==> config.mk <==
export PLATFORM = sky130hd
export DESIGN_NAME = byte_mixing_hash64_top
export DESIGN_NICKNAME = d
export VERILOG_FILES = /design/src/hw/rtl/bmh_pkg.sv /design/src/hw/rtl/bmh_front.sv /design/src/hw/rtl/bmh_fifo.sv /design/src/hw/rtl/bmh_back.sv /design/src/hw/rtl/byte_mixing_hash64_top.sv
export SDC_FILE = /design/constraint.sdc
export NUM_CORES = 2
export LEC_CHECK = 0
export BUFFER_PORTS_ARGS = -buffer_cell sky130_fd_sc_hd__buf_2
export CAP_MARGIN = 25
export CORE_MARGIN = 2
export CORE_UTILIZATION = 25
export DETAILED_ROUTE_END_ITERATION = 6
export PLACE_DENSITY = 0.42
export SYNTH_ARGS = -nofsm -noshare
export SYNTH_HDL_FRONTEND = slang
export SYNTH_HIERARCHICAL = 1
export SYNTH_SLANG_ARGS = --single-unit
==> constraint.sdc <==
create_clock -name clk -period 11.6 [get_ports clk]
set_input_delay 2.9 -clock clk [delete_from_list [all_inputs] [get_ports clk]]
set_output_delay 2.9 -clock clk [all_outputs]
set_load 0.02 [all_outputs]
==> src/hw/rtl/bmh_pkg.sv <==
`timescale 1ns / 1ps
// ----------------------------------------------------------------------------
// bmh_pkg
// Shared constants, tables and types for the byte mixing hash block.
// ----------------------------------------------------------------------------
package bmh_pkg;

  localparam int unsigned VAL_W  = 64;
  localparam int unsigned HALF_W = VAL_W / 2;
  localparam int unsigned BYTE_W = 8;
  localparam int unsigned POS_W  = 3;
  localparam int unsigned SHAMT_W = 5;

  localparam logic [VAL_W-1:0] RESET_VALUE = 64'h0000_0000_0005_4e55;

  // Finaliser multiplies, in order: two mix rounds, then K0 and (1 + Ki)
  localparam int unsigned NUM_MUL = 6;
  localparam int unsigned STEP_W  = $clog2(NUM_MUL);
  localparam logic [HALF_W-1:0] MUL_CONST [NUM_MUL] = '{
    32'h045d_9f3b,
    32'h045d_9f3b,
    32'hd76a_a478,
    32'he8c7_b757,
    32'h2420_70dc,
    32'hc1bd_ceef
  };

  // Queue between absorb and finalise
  localparam int unsigned QDEPTH = 2;
  localparam int unsigned QPTR_W = (QDEPTH > 1) ? $clog2(QDEPTH) : 1;
  localparam int unsigned QCNT_W = $clog2(QDEPTH + 1);

  typedef enum logic [1:0] {
    PRE_NONE,
    PRE_SHR,
    PRE_SHL
  } pre_op_t;

  typedef enum logic [2:0] {
    F_IDLE,
    F_PREP,
    F_MLO,
    F_MHI,
    F_ADD,
    F_DONE
  } fin_state_t;

  function automatic logic [SHAMT_W-1:0] shift_amt(input logic [POS_W-1:0] pos);
    logic [SHAMT_W-1:0] r;
    unique case (pos)
      3'd0: r = 5'd3;
      3'd1: r = 5'd5;
      3'd2: r = 5'd7;
      3'd3: r = 5'd11;
      3'd4: r = 5'd13;
      3'd5: r = 5'd17;
      3'd6: r = 5'd19;
      3'd7: r = 5'd23;
      default: r = 5'd3;
    endcase
    return r;
  endfunction

  function automatic pre_op_t pre_op(input logic [STEP_W-1:0] step);
    pre_op_t r;
    unique case (step)
      3'd0:    r = PRE_SHR;
      3'd1:    r = PRE_SHL;
      3'd2:    r = PRE_SHR;
      default: r = PRE_NONE;
    endcase
    return r;
  endfunction

endpackage

==> src/hw/rtl/bmh_front.sv <==
`timescale 1ns / 1ps
// ----------------------------------------------------------------------------
// bmh_front
// Absorbs one byte a cycle while accept is high into the running value; on
// the last word hands the absorbed value to the finaliser queue and restarts.
// ----------------------------------------------------------------------------
module bmh_front (
  input  logic                        clk,
  input  logic                        rst,
  input  logic                        accept,
  input  logic [bmh_pkg::BYTE_W-1:0]  data_byte,
  input  logic                        has_byte,
  input  logic                        last,
  output logic                        q_push,
  output logic [bmh_pkg::VAL_W-1:0]   q_data
);
  import bmh_pkg::*;

  logic [VAL_W-1:0]   value;
  logic [VAL_W-1:0]   value_next;
  logic [POS_W-1:0]   pos;
  logic [SHAMT_W-1:0] sh_a;
  logic [SHAMT_W-1:0] sh_b;
  logic [VAL_W-1:0]   byte_ext;
  logic [VAL_W-1:0]   mixed;

  always_comb begin
    sh_a     = shift_amt(pos);
    sh_b     = shift_amt(pos + POS_W'(1));
    byte_ext = {{(VAL_W-BYTE_W){data_byte[BYTE_W-1]}}, data_byte};
    mixed    = value ^ ((value << sh_a) + byte_ext + (value >> sh_b));
    value_next = has_byte ? mixed : value;
  end

  assign q_push = accept & last;
  assign q_data = value_next;

  always_ff @(posedge clk) begin
    if (rst) begin
      value <= RESET_VALUE;
      pos   <= '0;
    end else if (accept) begin
      if (last) begin
        value <= RESET_VALUE;
        pos   <= '0;
      end else if (has_byte) begin
        value <= mixed;
        pos   <= pos + POS_W'(1);
      end
    end
  end

endmodule

==> src/hw/rtl/bmh_fifo.sv <==
`timescale 1ns / 1ps
// ----------------------------------------------------------------------------
// bmh_fifo
// Short queue of absorbed values waiting for the finaliser.
// ----------------------------------------------------------------------------
module bmh_fifo (
  input  logic                       clk,
  input  logic                       rst,
  input  logic                       wr_en,
  input  logic [bmh_pkg::VAL_W-1:0]  wr_data,
  input  logic                       rd_en,
  output logic [bmh_pkg::VAL_W-1:0]  rd_data,
  output logic                       q_full,
  output logic                       q_empty
);
  import bmh_pkg::*;

  logic [VAL_W-1:0]  slots [QDEPTH];
  logic [QPTR_W-1:0] wr_ptr;
  logic [QPTR_W-1:0] rd_ptr;
  logic [QCNT_W-1:0] count;
  logic              do_wr;
  logic              do_rd;

  assign q_full  = (count == QCNT_W'(QDEPTH));
  assign q_empty = (count == '0);
  assign rd_data = slots[rd_ptr];
  assign do_wr   = wr_en & ~q_full;
  assign do_rd   = rd_en & ~q_empty;

  always_ff @(posedge clk) begin
    if (do_wr) begin
      slots[wr_ptr] <= wr_data;
    end
  end

  always_ff @(posedge clk) begin
    if (rst) begin
      wr_ptr <= '0;
      rd_ptr <= '0;
      count  <= '0;
    end else begin
      if (do_wr) begin
        wr_ptr <= (wr_ptr == QPTR_W'(QDEPTH-1)) ? '0 : wr_ptr + QPTR_W'(1);
      end
      if (do_rd) begin
        rd_ptr <= (rd_ptr == QPTR_W'(QDEPTH-1)) ? '0 : rd_ptr + QPTR_W'(1);
      end
      if (do_wr && !do_rd) begin
        count <= count + QCNT_W'(1);
      end else if (do_rd && !do_wr) begin
        count <= count - QCNT_W'(1);
      end
    end
  end

endmodule

==> src/hw/rtl/bmh_back.sv <==
`timescale 1ns / 1ps
// ----------------------------------------------------------------------------
// bmh_back
// Finaliser: xor-shift rounds and six 64x32 multiplies on one shared 32x32
// multiplier, then a result register that drives the output queue side.
// ----------------------------------------------------------------------------
module bmh_back (
  input  logic                       clk,
  input  logic                       rst,
  input  logic                       q_empty,
  input  logic [bmh_pkg::VAL_W-1:0]  q_data,
  output logic                       q_pop,
  input  logic                       pop,
  output logic                       empty,
  output logic [bmh_pkg::VAL_W-1:0]  digest
);
  import bmh_pkg::*;

  fin_state_t        state;
  fin_state_t        state_next;
  logic [STEP_W-1:0] step;
  logic [VAL_W-1:0]  value;
  logic [VAL_W-1:0]  prod_lo;
  logic [VAL_W-1:0]  prod_hi;
  logic [HALF_W-1:0] mul_a;
  logic [HALF_W-1:0] mul_c;
  logic [VAL_W-1:0]  mul_p;
  logic              out_valid;
  logic              out_load;
  logic              last_step;

  assign last_step = (step == STEP_W'(NUM_MUL-1));
  assign mul_c     = MUL_CONST[step];
  assign mul_a     = (state == F_MLO) ? value[HALF_W-1:0] : value[VAL_W-1:HALF_W];
  assign mul_p     = VAL_W'(mul_a) * VAL_W'(mul_c);

  always_comb begin
    state_next = state;
    unique case (state)
      F_IDLE: if (!q_empty) state_next = F_PREP;
      F_PREP: state_next = F_MLO;
      F_MLO:  state_next = F_MHI;
      F_MHI:  state_next = F_ADD;
      F_ADD:  state_next = last_step ? F_DONE : F_PREP;
      F_DONE: if (!out_valid || pop) state_next = F_IDLE;
      default: state_next = F_IDLE;
    endcase
  end

  always_comb begin
    q_pop    = (state == F_IDLE) && !q_empty;
    out_load = (state == F_DONE) && (!out_valid || pop);
  end

  always_ff @(posedge clk) begin
    if (rst) begin
      state <= F_IDLE;
      step  <= '0;
    end else begin
      state <= state_next;
      if (state == F_IDLE) begin
        step <= '0;
      end else if (state == F_ADD && !last_step) begin
        step <= step + STEP_W'(1);
      end
    end
  end

  always_ff @(posedge clk) begin
    unique case (state)
      F_IDLE: value <= q_data;
      F_PREP: begin
        unique case (pre_op(step))
          PRE_SHR: value <= value ^ (value >> BYTE_W);
          PRE_SHL: value <= value ^ (value << BYTE_W);
          default: value <= value;
        endcase
      end
      F_MLO: prod_lo <= mul_p;
      F_MHI: prod_hi <= mul_p;
      // low product plus high product moved up a half word, mod 2^64
      F_ADD: value <= prod_lo + {prod_hi[HALF_W-1:0], {HALF_W{1'b0}}};
      default: value <= value;
    endcase
  end

  always_ff @(posedge clk) begin
    if (rst) begin
      out_valid <= 1'b0;
    end else if (out_load) begin
      out_valid <= 1'b1;
    end else if (pop) begin
      out_valid <= 1'b0;
    end
  end

  always_ff @(posedge clk) begin
    if (out_load) begin
      digest <= value;
    end
  end

  assign empty = ~out_valid;

endmodule

==> src/hw/rtl/byte_mixing_hash64_top.sv <==
`timescale 1ns / 1ps
// ----------------------------------------------------------------------------
// byte_mixing_hash64_top
// 64-bit hash of a byte stream, one byte per word, digest on the last word.
// ----------------------------------------------------------------------------
// Bytes are absorbed at one word per cycle while full is low; full is high
// only while the queue between absorb and finaliser holds two finished
// messages. Each message is loaded from the queue into the finaliser, goes
// through six 64x32 multiplies (prep, low, high and add steps each) on one
// shared 32x32 multiplier, and is then handed over to the result register.
// A word with has_byte low and last high finalises without absorbing, which
// right after reset yields the digest of the empty message.
module byte_mixing_hash64_top (
  input  logic                       clk,
  input  logic                       rst,
  input  logic                       push,
  output logic                       full,
  input  logic [bmh_pkg::BYTE_W-1:0] data_byte,
  input  logic                       has_byte,
  input  logic                       last,
  output logic                       empty,
  input  logic                       pop,
  output logic [bmh_pkg::VAL_W-1:0]  digest
);
  import bmh_pkg::*;

  logic             accept;
  logic             q_push;
  logic [VAL_W-1:0] q_wdata;
  logic [VAL_W-1:0] q_rdata;
  logic             q_pop;
  logic             q_full;
  logic             q_empty;

  assign full   = q_full;
  assign accept = push & ~q_full;

  bmh_front u_front (
    .clk       (clk),
    .rst       (rst),
    .accept    (accept),
    .data_byte (data_byte),
    .has_byte  (has_byte),
    .last      (last),
    .q_push    (q_push),
    .q_data    (q_wdata)
  );

  bmh_fifo u_fifo (
    .clk     (clk),
    .rst     (rst),
    .wr_en   (q_push),
    .wr_data (q_wdata),
    .rd_en   (q_pop),
    .rd_data (q_rdata),
    .q_full  (q_full),
    .q_empty (q_empty)
  );

  bmh_back u_back (
    .clk     (clk),
    .rst     (rst),
    .q_empty (q_empty),
    .q_data  (q_rdata),
    .q_pop   (q_pop),
    .pop     (pop),
    .empty   (empty),
    .digest  (digest)
  );

endmodule
## Word level (Yosys, flattened, before mapping)

Memory sizes are Yosys's and may differ from the RTL's. A register that Yosys moved wholly into a read port is not among the register bits.
Index checks and enable logic that the tools add are counted.

| cells by class | value |
|---|---|
| $add $sub $neg | 9 |
| multipliers | 1 |
| order comparisons | 1 |
| equality and inequality tests | 14 |
| shift-type cells | 2 |
| muxes and demuxes | 27 |
| bitwise logic cells | 11 |
| reduce and logical (&&, ||, !) cells | 23 |

Operators with widths:

| operator | count |
|---|---|
| adder 64 bit | 3 |
| one-hot mux 64 bit (3 select lines) | 1 |
| two-way mux 64 bit | 2 |
| one-hot mux 64 bit (2 select lines) | 1 |
| bitwise XOR 64 bit | 2 |
| two-way mux 32 bit | 3 |
| multiplier 32 x 32 -> 64 bit | 1 |
| << shifter 64 x 5 -> 64 bit | 1 |
| right shift 64 x 5 -> 64 bit | 1 |
| bitwise XOR 64 x 56 -> 64 bit | 1 |
| two-way mux 3 bit | 7 |
| one-hot mux 3 bit (6 select lines) | 1 |
| equality test 3 x 2 -> 1 bit, second input constant | 3 |
| equality test 3 bit, second input constant | 3 |
| two-way mux 1 bit | 8 |
| adder 3 x 1 -> 3 bit, second input constant | 2 |
| equality test 3 x 1 -> 1 bit, second input constant | 2 |
| logical NOT 3 bit | 2 |
| two-way mux 2 bit | 3 |
| AND reduction 2 bit | 3 |
| nonzero test 2 bit | 3 |
| logical AND 1 bit | 5 |
| logical NOT 1 bit | 5 |
| AND 1 bit | 4 |
| other kinds (16) | 21 |

| word-level totals | value |
|---|---|
| register bits after elaboration | 302 |
| RAM bits | 128 |
| ROM bits | 320 |
| input bits | 14 |
| output and inout bits | 66 |
| word-level logic and storage cells | 104 |
| memories | 4 |

Memory list:

| name | depth | bits a word | read ports | clocked after memory_dff | write ports | line | text |
|---|---|---|---|---|---|---|---|
| (name not given) | 8 | 32 | 1 | 0 | 0 | bmh_back.sv:33 | `assign mul_c = MUL_CONST[step];` |
| u_fifo.slots | 2 | 64 | 1 | 1 | 1 | bmh_fifo.sv:18 | `logic [VAL_W-1:0] slots [QDEPTH];` |
| (name not given) | 8 | 4 | 1 | 1 | 0 | bmh_pkg.sv:50 | `unique case (pos)` |
| (name not given) | 8 | 4 | 1 | 0 | 0 | bmh_pkg.sv:50 |  |

## Longest topological paths before layout

| depth | value |
|---|---|
| word-level depth | 9 |
| gate-level depth with buffers | 35 |
| gate-level depth less buffers | 32 |

## Modules after synthesis

Netlist, hierarchy kept.

By module, submodules not included:

| module | instances | cells each | area an instance (um2) | sequential area each (um2) |
|---|---|---|---|---|
| bmh_back | 1 | 4343 | 42749.8 | 6866.6 |
| bmh_front | 1 | 1865 | 14333.7 | 1421.4 |
| bmh_fifo | 1 | 224 | 4832.1 | 3943.8 |
| byte_mixing_hash64_top | 1 | 1 | 13.8 | 0.0 |

## Worst setup path after synthesis

No wires, ideal clock.

| timing path | value |
|---|---|
| path type | flip-flop to flip-flop |
| from | register u_back.state[1] |
| to | register u_back.prod_lo[62], data pin |
| setup time | 190 ps |
| data arrival time | 9365 ps |
| required time | 11410 ps |
| setup slack | 2045 ps |
| stages on the path, launching flop included | 31 |
| path buffers | 5 |
| clock period less this slack | 9555 ps |
| cells stage by stage | dfxtp_1 > clkbuf_1 > nand2b_1 > nor2_1 > buf_2 > buf_2 > buf_2 > mux2i_1 > nor2_1 > inv_1 > nor2_1 > fa_1 > inv_1 > fa_1 > fa_1 > fa_1 > inv_1 > fa_1 > fa_1 > fa_1 > fa_1 > ha_1 > clkbuf_1 > nand4_1 > or4_1 > or4_1 > a21oi_1 > nor3_1 > o21ai_2 > mux2i_1 > a2111oi_2 |

| between the ends | value |
|---|---|
| longest elaborated chain between the ends | 3 |

Ends and longest elaborated chain:

| item | line | text |
|---|---|---|
| start: declaration | bmh_back.sv:19 | `fin_state_t state;` |
| start signal: assignment | bmh_back.sv:60 | `state <= state_next;` |
| equality test 3 x 2 -> 1 bit | bmh_back.sv:34 | `assign mul_a = (state == F_MLO) ? value[HALF_W-1:0] : value[VAL_W-1:HALF_W];` |
| two-way mux 32 bit | bmh_back.sv:34 |  |
| multiplier 32 x 32 -> 64 bit | bmh_back.sv:35 | `assign mul_p = VAL_W'(mul_a) * VAL_W'(mul_c);` |
| via u_back.mul_p[62] | bmh_back.sv:27 | `logic [VAL_W-1:0] mul_p;` |
| end signal: assignment | bmh_back.sv:79 | `F_MLO: prod_lo <= mul_p;` |
| end: declaration | bmh_back.sv:23 | `logic [VAL_W-1:0] prod_lo;` |

The timed path passes the listed nets, and every way through them passes these cells.
A chain may end at the register's enable or synchronous reset.

## Final worst setup path

| timing path | value |
|---|---|
| from | register u_back.state[1] |
| to | register u_back.prod_lo[49], data pin |

Same word-level chain as after synthesis.

==> results.md <==
Outcome:
- The run finished with clean final reports.

Route:
- The count of routing violations after the opening detailed-route iteration is 4191.
- The pre-antenna-repair detailed-routing pass consisted of 5 iterations.
- The routed length per instance is 26.9 µm.
- The number of vias per cell is 4.88.
- The number of design rule violations left after detail routing is 0.
- The residual antenna-violating net count after detailed routing is 0.
- The routed design has 263000 µm of wire.
- The vias after detailed routing is 47633.

Worst setup path:
- The startpoint identified for the worst register-to-register timing path is u_back/state[1].
- The count of buffer and inverter cells on the critical path is 7.
- Of all nets on the critical path, the largest fanout is 23.
- The slowest stage of the critical path is the sky130_fd_sc_hd__nor2_1 cell.
- The most frequent cell on the critical path is sky130_fd_sc_hd__fa_1.
- STA puts the critical path data required time at 11960 ps.
- The start point of the critical path is u_back/state[1].
- The worst setup path is captured at a flop.
- The arrival time reported for the critical path endpoint is 10840 ps.
- The family with the most delay on the worst path is adder cells.
- The kind of critical path is reg2reg.
- For this run, the slowest stage of the critical path takes 740 ps.
- STA classifies the critical path startpoint as a flop.

Cells and area:
- The number of nets in the layout is 7751.
- The area growth from synthesis to layout is 10.2%.
- The share of cells above drive strength 1 is 0.0840.
- The most frequent standard cell in the layout excluding fill and tap cells is sky130_fd_sc_hd__inv_1.
- The library cells used most frequently in the layout, excluding fill and tap cells, are sky130_fd_sc_hd__inv_1, sky130_fd_sc_hd__fa_1, sky130_fd_sc_hd__nand2_1, sky130_fd_sc_hd__nor2_1, sky130_fd_sc_hd__ha_1.

Clock network:
- The TritonCTS clock tree is yes.
- The post-CTS setup-driven buffer insertion count is 0.
- The clock tree synthesis step divided the H-tree into 2 levels.
- Clock-pin slew was measured on the worst setup and hold paths at 60 ps.
- For the worst-skew pair, the clock arrives at the later sink with an insertion delay of 680 ps.
- The clock sink total is 435.
- Clock tree synthesis inserted a total of 48 buffers.
- In this run, post-CTS repair resized a total of 0 instances.
- The clock passes through at most 3 buffers.
- The number of hold buffers added after CTS was 0.
- The tree is rooted in a sky130_fd_sc_hd__clkbuf_16.

STA:
- Dividing the final minimum period by the clock period gives 0.903.
- The final number of setup-violating endpoints is 0.
- The clock tree skew after final layout is 78.2 ps.
- Setup repair after global routing left no endpoint under its margin.
- The number of pins exceeding their max-slew limit in the final report is 0.
- The remaining max-slew budget at the tightest pin is 0.216.
- The worst-margin pin slew is 1170 ps.
- The timing-limited maximum frequency is 95.5 MHz.
- The final period demand of the worst path is 10480 ps.
- Adding up every negative setup slack in the final design gives 0 ps.
- The hold violation total from the final report is 0.
- Across all hold checks on the routed design, the worst slack comes to 486 ps.

Global route:
- The number of antenna violations at the first check in global routing is 11.
- The number of global-route vias before repair came to 50448.
- The first global-routing pass estimated 378000 µm of wire.
- The largest net degree at the start of global routing is 107.
- The total overflow left after global routing is 0.
- The aggregate global-route resource usage is 0.209.

Floorplan:
- The placeable core area is 246000 µm².
- The die span in x is 502 µm.
- The number of core rows is 182.
- The die area is 252000 µm².
- The die height is 502 µm.
- During I/O placement, the number of pins put on the boundary was 80.
- The initial utilization of the core area, before any placement, comes to 0.252.

Worst hold path:
- The min-delay analysis places its worst path in the category reg2reg.
- The worst hold path begins at u_fifo/wr_ptr.

Synthesis:
- When the netlist entered floorplanning its net count stood at 7783.
- The fraction of registers with async set/reset is 0.
- Synthesis instantiated 101 different standard cells from the library.
- The number of enable flip-flop cells after synthesis is 352.
- Yosys printed 6 warnings.
- The netlist area before placement is 61900 µm².
- The cell count after synthesis is 6433.
- The number of flip-flops and latches in the synthesized netlist is 435.
- A synthesized cell averages 9.63 µm².
- The share of the yosys chip area belonging to registers is 0.198.
- The top flip-flop cell by instance count after synthesis is sky130_fd_sc_hd__edfxtp_1.

Place:
- The weighted congestion reported at the end of routability-driven placement is 0.956.
- The HPWL after detailed placement is 220000 µm.
- Input and output buffers added on the ports amount to 79.

Job:
- The tool flagged a number of max-cap violations equal to 0.
## layer usage
layer	track usage	vias up	wire length (µm)
met1	0.276	24716	111000
met2	0.357	1566	128000
met4	0.0568	6	8150
li1	-	21071	-
met3	0.0258	274	15300
met5	0	-	38
## tightest hold or removal path, cell delays in order (launching register included)
cell	delay, ps
sky130_fd_sc_hd__dfxtp_1	310
sky130_fd_sc_hd__o21ai_0	70
sky130_fd_sc_hd__a21oi_1	60
## Yosys cell counts (all sizes together) (83+ instances only)
cell	instances	area (µm²)
inv	1070	4020
nand2	601	2260
nor2	558	2090
nor3	121	606
mux2i	246	2460
xnor2	196	1720
xor2	88	771
clkbuf	229	872
a21o	86	646
a21oi	290	1490
o21ai	215	1090
ha	395	4940
fa	941	18800
dfxtp	83	1660
mux2	102	1150
edfxtp	352	10600
## worst paths after layout
check | to | slack (ps) | cells past startpoint
setup / recovery | u_back/prod_lo[49] | 1120 | 29
hold / removal | u_fifo/wr_ptr | 490 | 2
setup reg to reg | u_back/prod_lo[49] | 1120 | 29
hold reg to reg | u_fifo/wr_ptr | 490 | 2
## final cells by class
type                    count  area, µm²
fillers                 26259     178000
flip-flops and latches    435      12200
clock inverters            31        397
diodes                     11       27.5
well taps                3312       4140
clock buffers              57       1290
repair buffers            213       1470
multi-input cells        4630      44600
inverters                1073       4030
## sequential cells by signal (all words and copies together) (netlist names), named ones only
name	cells
u_back/state	3
u_fifo/slots	128
u_back/prod_lo	64
u_back/step	3
u_back/out_valid	1
u_front/value	64
u_front/pos	3
u_fifo/rd_ptr	1
u_back/value	64
u_back/digest	64
u_front/sh_a	4
u_fifo/wr_ptr	1
u_fifo/count	2
u_back/prod_hi	32
## cells by family (layout without fill, tap and decap cells)
| logic type | count (synthesis) | count (layout) | synth area share |
|---|---|---|---|
| adder cells (fa/ha/maj) | 1336 | 1336 | 0.384 |
| XOR/XNOR | 284 | 284 | 0.0402 |
| flip-flops | 435 | 435 | 0.198 |
| other | 0 | 11 | 0 |
| AND/OR/NAND/NOR | 1657 | 1657 | 0.118 |
| AO/OA/AOI/OAI | 955 | 955 | 0.0998 |
| buffers and inverters | 1368 | 1374 | 0.0840 |
| multiplexers | 398 | 398 | 0.0765 |
## per-stage QoR
stage	cells	worst slack [ps]	area [µm²]	utilization
2_1_floorplan	6433	2040	61900	-
3_3_place_gp	9660	1350	66500	0.270
3_5_place_dp	9663	1300	66500	0.270
4_1_cts	9751	1210	68200	0.277
5_1_grt	9752	732	68200	0.277
6_report	9762	1120	68200	0.277
Power is left out: the tool's default activity adds up to more than one toggle a clock period on the data nets, which glitch-free logic cannot reach.
